<file path="src/brss_pkg.sv">
// Package for the byte range segment splitter.
// Holds the word types, the plan handed to the emitter, the control states and
// the count clamp. No dependencies.
package brss_pkg;

    localparam int TOTAL_W      = 64;
    localparam int COUNT_W      = 7;
    localparam int INDEX_W      = 6;
    localparam int MAX_SEGMENTS = 64;
    localparam int MAX_RESET    = 8;

    // Input word as it arrives on the input channel.
    typedef struct packed {
        logic [TOTAL_W-1:0] total_bytes;
        logic [COUNT_W-1:0] requested_count;
        logic               range_supported;
    } t_in_word;

    // One segment result on the output channel.
    typedef struct packed {
        logic [INDEX_W-1:0] segment_index;
        logic [TOTAL_W-1:0] begin_byte;
        logic [TOTAL_W-1:0] end_byte;
        logic [TOTAL_W-1:0] segment_size;
        logic [COUNT_W-1:0] actual_count;
        logic [COUNT_W-1:0] effective_request;
        logic               ranges_used;
        logic               empty_length;
        logic               last_segment;
    } t_out_word;

    // Everything the emitter needs to walk through the segments of one item.
    typedef struct packed {
        logic [TOTAL_W-1:0] avg;
        logic [COUNT_W-1:0] rem;
        logic [COUNT_W-1:0] count;
        logic [COUNT_W-1:0] request;
        logic               ranges_used;
        logic               empty;
    } t_plan;

    typedef enum logic [1:0] {
        S_IDLE,
        S_DIV,
        S_EMIT
    } t_state;

    // Clamp a count into the range one to MAX_SEGMENTS.
    function automatic logic [COUNT_W-1:0] clamp_count(input logic [COUNT_W-1:0] v);
        logic [COUNT_W-1:0] res;
        if (v == '0) begin
            res = COUNT_W'(1);
        end else if (v > COUNT_W'(MAX_SEGMENTS)) begin
            res = COUNT_W'(MAX_SEGMENTS);
        end else begin
            res = v;
        end
        return res;
    endfunction

endpackage

</file>
<file path="src/byte_range_segment_splitter_unit.sv">
// Top level of the byte range segment splitter.
// Settles the segment count, then runs brss_divider and brss_emitter.
// Depends on brss_pkg, brss_divider and brss_emitter.
//
// Use:
// An input word (total length, requested count, range flag) is taken on the
// input channel when i_in_valid is high and o_in_stall is low. The block then
// divides the length by the segment count one quotient bit per cycle, and
// sends one output word per segment, one per cycle while the receiver does
// not stall. The first segment is loaded into the output register once the
// bit-serial divider is done and the emitter has taken the plan. A zero
// length goes through the same path and gives a single empty segment.
// o_in_stall stays high from acceptance until the last segment has entered
// the output register, so the next word may be taken while that last
// segment still waits. A high i_out_stall holds a valid output word and
// pauses the emitter while that word waits. max_workers is written through
// i_cfg_wr_en and i_cfg_wr_data; the user must write it only while the
// block is idle, which the block leaves unenforced. Reset, synchronous and
// active low, empties the block and sets max_workers to 8.
module byte_range_segment_splitter_unit (
    input  logic                         i_clk,
    input  logic                         i_rst_n,
    input  logic                         i_in_valid,
    output logic                         o_in_stall,
    input  brss_pkg::t_in_word           i_in_word,
    output logic                         o_out_valid,
    input  logic                         i_out_stall,
    output brss_pkg::t_out_word          o_out_word,
    input  logic                         i_cfg_wr_en,
    input  logic [brss_pkg::COUNT_W-1:0] i_cfg_wr_data
);
    import brss_pkg::*;

    t_state             r_state, n_state;
    logic [COUNT_W-1:0] r_max_workers;
    logic [COUNT_W-1:0] r_count;
    logic [COUNT_W-1:0] r_request;
    logic               r_ranges_used;
    logic               r_empty;

    logic               accept;
    logic [COUNT_W-1:0] req_c;
    logic [COUNT_W-1:0] max_c;
    logic [COUNT_W-1:0] limit;
    logic [COUNT_W-1:0] want;
    logic [COUNT_W-1:0] count;
    logic               div_done;
    logic [TOTAL_W-1:0] quotient;
    logic [COUNT_W-1:0] remainder;
    logic               emit_done;
    t_plan              plan;

    assign accept     = i_in_valid && !o_in_stall;
    assign o_in_stall = (r_state != S_IDLE);

    // Configuration register.
    always_ff @(posedge i_clk) begin
        if (!i_rst_n) begin
            r_max_workers <= COUNT_W'(MAX_RESET);
        end else if (i_cfg_wr_en) begin
            r_max_workers <= i_cfg_wr_data;
        end
    end

    // Segment count: request, range support, maximum and length all limit it.
    always_comb begin
        req_c = clamp_count(i_in_word.requested_count);
        max_c = clamp_count(r_max_workers);
        if ((i_in_word.total_bytes[TOTAL_W-1:COUNT_W] == '0)
                && (i_in_word.total_bytes[COUNT_W-1:0] < max_c)) begin
            limit = i_in_word.total_bytes[COUNT_W-1:0];
        end else begin
            limit = max_c;
        end
        want  = i_in_word.range_supported ? req_c : COUNT_W'(1);
        count = (want > limit) ? limit : want;
        if (count == '0) begin
            count = COUNT_W'(1);
        end
    end

    // Per-item plan fields kept for the emitter.
    always_ff @(posedge i_clk) begin
        if (accept) begin
            r_count       <= count;
            r_request     <= req_c;
            r_ranges_used <= i_in_word.range_supported && (count > COUNT_W'(1));
            r_empty       <= (i_in_word.total_bytes == '0);
        end
    end

    // Control state register.
    always_ff @(posedge i_clk) begin
        if (!i_rst_n) begin
            r_state <= S_IDLE;
        end else begin
            r_state <= n_state;
        end
    end

    // Next state: divide, then emit until the last segment is loaded.
    always_comb begin
        n_state = r_state;
        case (r_state)
            S_IDLE: begin
                if (accept) begin
                    n_state = S_DIV;
                end
            end
            S_DIV: begin
                if (div_done) begin
                    n_state = S_EMIT;
                end
            end
            S_EMIT: begin
                if (emit_done) begin
                    n_state = S_IDLE;
                end
            end
            default: begin
                n_state = S_IDLE;
            end
        endcase
    end

    brss_divider u_div (
        .i_clk       (i_clk),
        .i_rst_n     (i_rst_n),
        .i_start     (accept),
        .i_dividend  (i_in_word.total_bytes),
        .i_divisor   (count),
        .o_done      (div_done),
        .o_quotient  (quotient),
        .o_remainder (remainder)
    );

    // Plan handed over when the quotient is ready.
    always_comb begin
        plan.avg         = quotient;
        plan.rem         = remainder;
        plan.count       = r_count;
        plan.request     = r_request;
        plan.ranges_used = r_ranges_used;
        plan.empty       = r_empty;
    end

    brss_emitter u_emit (
        .i_clk       (i_clk),
        .i_rst_n     (i_rst_n),
        .i_start     (div_done),
        .i_plan      (plan),
        .o_done      (emit_done),
        .o_out_valid (o_out_valid),
        .i_out_stall (i_out_stall),
        .o_out_word  (o_out_word)
    );

`ifndef SYNTHESIS
    // An empty item gives one empty, final segment.
    a_empty_single: assert property (@(posedge i_clk) disable iff (!i_rst_n)
        o_out_valid && o_out_word.empty_length
            |-> o_out_word.last_segment && (o_out_word.segment_size == '0))
        else $error("empty item word is not a single empty segment");

    // Each segment ends where its size says.
    a_end_matches: assert property (@(posedge i_clk) disable iff (!i_rst_n)
        o_out_valid && !o_out_word.empty_length
            |-> (o_out_word.end_byte
                 == o_out_word.begin_byte + o_out_word.segment_size - TOTAL_W'(1)))
        else $error("segment end does not match begin and size");

    // A segment that is not the last lies below the segment count.
    a_index_range: assert property (@(posedge i_clk) disable iff (!i_rst_n)
        o_out_valid && !o_out_word.last_segment
            |-> (({1'b0, o_out_word.segment_index} + COUNT_W'(1))
                 < o_out_word.actual_count))
        else $error("non-final segment index out of range");

    // Taking an item makes the block busy.
    a_busy_after_accept: assert property (@(posedge i_clk) disable iff (!i_rst_n)
        accept |=> o_in_stall)
        else $error("block not busy after taking a word");
`endif

endmodule

</file>
<file path="src/brss_divider.sv">
// Bit-serial restoring divider: 64-bit dividend by a 7-bit divisor.
// One quotient bit per cycle through a shift register. Depends on brss_pkg.
module brss_divider (
    input  logic                         i_clk,
    input  logic                         i_rst_n,
    input  logic                         i_start,
    input  logic [brss_pkg::TOTAL_W-1:0] i_dividend,
    input  logic [brss_pkg::COUNT_W-1:0] i_divisor,
    output logic                         o_done,
    output logic [brss_pkg::TOTAL_W-1:0] o_quotient,
    output logic [brss_pkg::COUNT_W-1:0] o_remainder
);
    import brss_pkg::*;

    localparam int CNT_W = $clog2(TOTAL_W);

    logic [TOTAL_W-1:0] r_q, n_q;
    logic [COUNT_W-1:0] r_r, n_r;
    logic [COUNT_W-1:0] r_d;
    logic [CNT_W-1:0]   r_cnt;
    logic               r_active;
    logic               r_done;
    logic [COUNT_W-1:0] trial;
    logic               ge;

    // One step: bring down the next dividend bit and subtract where it fits.
    // The remainder stays below the divisor, which is at most 64.
    always_comb begin
        trial = {r_r[COUNT_W-2:0], r_q[TOTAL_W-1]};
        ge    = (trial >= r_d);
        n_r   = ge ? (trial - r_d) : trial;
        n_q   = {r_q[TOTAL_W-2:0], ge};
    end

    // Control of the iteration.
    always_ff @(posedge i_clk) begin
        if (!i_rst_n) begin
            r_active <= 1'b0;
            r_done   <= 1'b0;
            r_cnt    <= '0;
        end else begin
            if (i_start) begin
                r_active <= 1'b1;
                r_done   <= 1'b0;
                r_cnt    <= CNT_W'(TOTAL_W - 1);
            end else if (r_active) begin
                r_cnt  <= r_cnt - CNT_W'(1);
                r_done <= (r_cnt == '0);
                if (r_cnt == '0) begin
                    r_active <= 1'b0;
                end
            end else begin
                r_done <= 1'b0;
            end
        end
    end

    // Datapath shift registers.
    always_ff @(posedge i_clk) begin
        if (i_start) begin
            r_q <= i_dividend;
            r_r <= '0;
            r_d <= i_divisor;
        end else if (r_active) begin
            r_q <= n_q;
            r_r <= n_r;
        end
    end

    assign o_done      = r_done;
    assign o_quotient  = r_q;
    assign o_remainder = r_r;

endmodule

</file>
<file path="src/brss_emitter.sv">
// Segment emitter: walks one plan and sends a word per segment.
// Holds the output register and running begin offset. Depends on brss_pkg.
module brss_emitter (
    input  logic                i_clk,
    input  logic                i_rst_n,
    input  logic                i_start,
    input  brss_pkg::t_plan     i_plan,
    output logic                o_done,
    output logic                o_out_valid,
    input  logic                i_out_stall,
    output brss_pkg::t_out_word o_out_word
);
    import brss_pkg::*;

    t_plan              r_plan;
    logic [INDEX_W-1:0] r_idx;
    logic [TOTAL_W-1:0] r_begin;
    logic               r_active;
    logic               r_out_valid;
    t_out_word          r_out_word;
    t_out_word          n_out_word;
    logic               step;
    logic               last;
    logic [TOTAL_W-1:0] size;
    logic [TOTAL_W-1:0] end_off;

    // A segment moves into the output register when that register is free.
    assign step = r_active && (!r_out_valid || !i_out_stall);
    assign last = (({1'b0, r_idx} + COUNT_W'(1)) == r_plan.count);

    // Leading segments up to the remainder carry one extra byte.
    always_comb begin
        size    = r_plan.avg + TOTAL_W'(({1'b0, r_idx} < r_plan.rem));
        end_off = r_begin + size - TOTAL_W'(1);
        n_out_word = '0;
        n_out_word.effective_request = r_plan.request;
        n_out_word.last_segment      = last;
        n_out_word.actual_count      = r_plan.count;
        if (r_plan.empty) begin
            n_out_word.empty_length = 1'b1;
        end else begin
            n_out_word.segment_index = r_idx;
            n_out_word.begin_byte    = r_begin;
            n_out_word.end_byte      = end_off;
            n_out_word.segment_size  = size;
            n_out_word.ranges_used   = r_plan.ranges_used;
        end
    end

    // Sequencer and output valid.
    always_ff @(posedge i_clk) begin
        if (!i_rst_n) begin
            r_active    <= 1'b0;
            r_out_valid <= 1'b0;
        end else begin
            if (i_start) begin
                r_active <= 1'b1;
            end else if (step && last) begin
                r_active <= 1'b0;
            end
            if (step) begin
                r_out_valid <= 1'b1;
            end else if (!i_out_stall) begin
                r_out_valid <= 1'b0;
            end
        end
    end

    // Plan, running offset and output word.
    always_ff @(posedge i_clk) begin
        if (i_start) begin
            r_plan  <= i_plan;
            r_idx   <= '0;
            r_begin <= '0;
        end else if (step) begin
            r_idx   <= r_idx + INDEX_W'(1);
            r_begin <= r_begin + size;
        end
        if (step) begin
            r_out_word <= n_out_word;
        end
    end

    assign o_done      = step && last;
    assign o_out_valid = r_out_valid;
    assign o_out_word  = r_out_word;

endmodule

</file>
<file path="config.mk">
export PLATFORM = sky130hd
export DESIGN_NAME = byte_range_segment_splitter_unit
export DESIGN_NICKNAME = d
export VERILOG_FILES = /design/src/brss_pkg.sv /design/src/byte_range_segment_splitter_unit.sv /design/src/brss_divider.sv /design/src/brss_emitter.sv
export SDC_FILE = /design/constraint.sdc
export NUM_CORES = 1
export LEC_CHECK = 0
export BUFFER_PORTS_ARGS = -buffer_cell sky130_fd_sc_hd__buf_4
export CAP_MARGIN = 15
export CELL_PAD_IN_SITES_DETAIL_PLACEMENT = 1
export CELL_PAD_IN_SITES_GLOBAL_PLACEMENT = 1
export CORE_ASPECT_RATIO = 1.75
export CORE_MARGIN = 2
export CORE_UTILIZATION = 50
export DETAILED_ROUTE_END_ITERATION = 10
export PLACE_DENSITY = 0.89
export SYNTH_ARGS = -nofsm -noshare
export SYNTH_HDL_FRONTEND = slang
export SYNTH_SLANG_ARGS = --single-unit
</file>
<file path="constraint.sdc">
create_clock -name i_clk -period 18.75 [get_ports i_clk]
set_clock_uncertainty 0.2 [all_clocks]
set_input_delay 0.9375 -clock i_clk [delete_from_list [all_inputs] [get_ports i_clk]]
set_output_delay 0.9375 -clock i_clk [all_outputs]
set_load 0.05 [all_outputs]
</file>
==> results.sh <==
export IMPL_outcome="completed"
export IMPL_vias=20132
export IMPL_critPathKind="flip-flop to flip-flop"
export IMPL_clk_latency_ns=0.58
export IMPL_synth_area_per_cell_um2=10.7
export IMPL_antenna_found_initial=0
export IMPL_grt_pass1_wl_um=132000
export IMPL_numCtsBuffers=44
export IMPL_drt_wl_total_um=88400
export IMPL_avgRoutedWirePerCell_um=26.7
export IMPL_cts_root_buf="clkbuf_16"
export IMPL_place_congestion=0.936
export IMPL_timing_max_cap_violations=0
export IMPL_io_buffers=300
export IMPL_tightest_slew_ns=1.04
export IMPL_ctsHoldBuffers=0
export IMPL_worstHoldStart="u_emit.n_out_word[5]"
export IMPL_synth_cells=2366
export IMPL_drt_iter0_drc=1365
export IMPL_num_io_pins=301
export IMPL_setup_tns_ns=0
export IMPL_drv_slew=0
export IMPL_worstReg2RegStart="u_emit.r_idx[1]"
export IMPL_synth_area_um2=25300
export IMPL_die_area_um2=52400
export IMPL_period_minus_slack_ns=9.53
export IMPL_hold_path_depth=0
export IMPL_cts_resized=0
export IMPL_setup_viol=0
export IMPL_fin_ws_ns=9.22
export IMPL_htreeDepth=2
export IMPL_area_delta_synth_final_pct=16.9
export IMPL_cts_tree="yes"
export IMPL_path_clk_slew_ns=0.07
export IMPL_synth_edf_count=382
export IMPL_power_leakage_nw=11.0
export IMPL_viasPerCell=6.07
export IMPL_grt_max_degree=120
export IMPL_critPathRequiredTime_ns=18.96
export IMPL_yosys_most_used_dff="edfxtp_1"
export IMPL_drive_gt1_share_pct=18.1
export IMPL_ys_seq_elements=478
export IMPL_vdd_drop_max_mv=0.0940
export IMPL_hpwl_um=68100
export IMPL_p_total_mw=3.77
export IMPL_arrival_ns=9.75
export IMPL_fmax_mhz=105
export IMPL_layout_common_cells="edfxtp_1 (382), buf_4 (314), nand2_1 (227)"
export IMPL_layout_commonest_cell="edfxtp_1"
export IMPL_min_to="u_emit.o_out_word[5]"
export IMPL_async_flop_share_pct=0
export IMPL_hold_viol_final=0
export IMPL_period_share_pct=50.8
export IMPL_ys_seq_area_share_pct=53.0
export IMPL_cts_sinks=478
export IMPL_end_kind="flip-flop"
export IMPL_synth_cell_types=84
export IMPL_rsz0062_at_grt="no"
export IMPL_cts_max_path_buffers=3
export IMPL_die_h_um=301
export IMPL_start_util_pct=50.3
export IMPL_postLayoutCoreUtil_pct=58.9
export IMPL_die_w_um=174
export IMPL_nets=2795
export IMPL_num_rows=109
export IMPL_drc=0
export IMPL_regToRegSetupSlack_ns=9.22
export IMPL_place_area_um2=28000
export IMPL_cts_repair_timing_setup_buffer_count=0
export IMPL_ant_nets=0
export IMPL_core_um2=50200
export IMPL_dpl_worst_slack_ns=9.47
export IMPL_maxSlewHeadroom_pct=29.9
export IMPL_synth_yosys_warnings=0
export IMPL_grt_pass1_vias=21634
export IMPL_placedCellCount=3234
export IMPL_rr_worst_depth=27
export IMPL_r2r_end="u_emit.o_out_word[140]"
export IMPL_start_kind="flip-flop"
export IMPL_firstDrtPassIters=5
export IMPL_synth_nets=2547
export IMPL_stdcell_area_um2=29500
export IMPL_overflow=0
export IMPL_track_usage_pct=33.2
export IMPL_finalNonFillerCells=3315
export IMPL_path_max_fanout=13
export IMPL_whs_ns=0.229
export IMPL_min_path_type="flip-flop to flip-flop"
export IMPL_power_density_nw_per_um2=128
critical path: stages (launching register included):
cell and delay [ns]:
dfxtp_1 0.41, ha_1 0.26, a21o_1 0.16, a21oi_1 0.22
nor2b_1 0.11, o21ai_0 0.25, nand2b_1 0.09, a21oi_1 0.15
or2_2 0.16, ha_1 0.27, ha_1 0.25, nand3_1 0.24
nor2_1 0.55, nand2_1 0.19, nor2_1 0.25, nand4_1 0.15
xnor2_1 0.20, ha_1 0.45, nand4_1 0.32, nor4_1 0.70
o2111ai_1 0.61, and3_1 0.46, xnor2_1 0.37, nand3b_1 0.26
nor4b_2 0.62, nand4_1 0.55, or4_1 0.67, a21oi_1 0.20
power breakdown:
| part | leakage, nW | total, mW | switching [mW] | internal (mW) |
|---|---|---|---|---|
| registers | 4.32 | 1.39 | 0.107 | 1.28 |
| clock network | 0.734 | 0.950 | 0.419 | 0.531 |
| logic | 5.98 | 1.43 | 0.943 | 0.488 |
routing by layer:
metal	track usage (%)	up-vias	routed length, um
li1	-	9118	-
met1	34.8	10029	31000
met2	63.1	738	47700
met3	4.44	247	3970
met4	19.1	0	5660
met5	0	-	0
synth_stat cells, types with 4 or more instances:
cell type / count / area (um^2)
nor2b_1: 96 / 601
dfxtp_1: 96 / 1920
o21ai_1: 4 / 20.0
and4_1: 11 / 96.3
nor4_1: 32 / 200
or3_1: 15 / 93.8
nor3b_1: 4 / 30.0
nand3_1: 54 / 270
and2_1: 82 / 513
a21boi_0: 6 / 45.0
mux2_2: 68 / 766
o211ai_1: 13 / 97.6
nor3_1: 43 / 215
nand4b_1: 6 / 52.6
nor2_1: 206 / 773
edfxtp_1: 382 / 11500
o2111ai_1: 8 / 70.1
o21a_1: 23 / 173
clkbuf_1: 94 / 353
o21ai_0: 74 / 370
mux2i_1: 17 / 170
xnor2_1: 105 / 920
or4_1: 9 / 67.6
a31oi_1: 11 / 68.8
nand2_1: 228 / 856
xor2_1: 77 / 674
nand2b_1: 9 / 56.3
a221oi_1: 4 / 35.0
and3_1: 22 / 138
ha_1: 95 / 1190
buf_2: 11 / 55.1
a21oi_1: 179 / 896
nand3b_1: 7 / 52.6
inv_1: 46 / 173
o31ai_1: 14 / 105
buf_1: 6 / 22.5
a21o_1: 31 / 233
a211oi_1: 19 / 143
o31a_1: 4 / 35.0
a221o_1: 4 / 40.0
nand4_1: 66 / 413
o21bai_1: 7 / 52.6
or2_2: 12 / 75.1
state kept, by name, indices dropped and copies added, names as in the netlist, 7 cells and up:
signal and count:
u_emit.o_out_word 215, u_emit.r_plan 73, u_div.o_quotient 64, u_emit.r_begin 64, u_emit.n_out_word 14, r_max_workers 7, r_request 7, u_div.o_remainder 7
u_div.r_d 7
cells by family (layout without fill, tap and decap cells):
logic type,count (synthesis),in the layout,synth area share [%]
and+or+nand+nor,922,922,18.6
DFF,478,478,53.0
AOI/OAI and AO/OA,443,443,11.1
xor gates and xnor gates,182,182,6.31
buffers and inverters,159,441,2.45
adders and majority gates,97,97,4.86
muxes,85,85,3.70
other,0,1,0
layout make-up:
type / count / area [um^2]
sequential: 478 / 13400
inverter: 47 / 184
clock inverter: 25 / 338
multi-input combinational: 1729 / 11300
tap: 666 / 833
timing repair buffer: 314 / 2360
antenna: 1 / 2.50
fill: 5445 / 20600
clock buffer: 55 / 1160
worst max path at each step:
stage                            startpoint                endpoint  slack [ns]  cells after the start
after floorplan                 i_out_stall       u_emit.r_begin[2]       10.68                      5
after global placement    u_emit.r_plan[17]  u_emit.o_out_word[144]        9.70                     28
after detailed placement  u_emit.r_plan[17]  u_emit.o_out_word[140]        9.47                     28
after CTS                   u_emit.r_idx[1]  u_emit.o_out_word[140]        9.32                     27
after global routing        u_emit.r_idx[1]  u_emit.o_out_word[144]        8.60                     27
final                       u_emit.r_idx[1]  u_emit.o_out_word[140]        9.22                     27
Power figures use the tool's default switching activity.
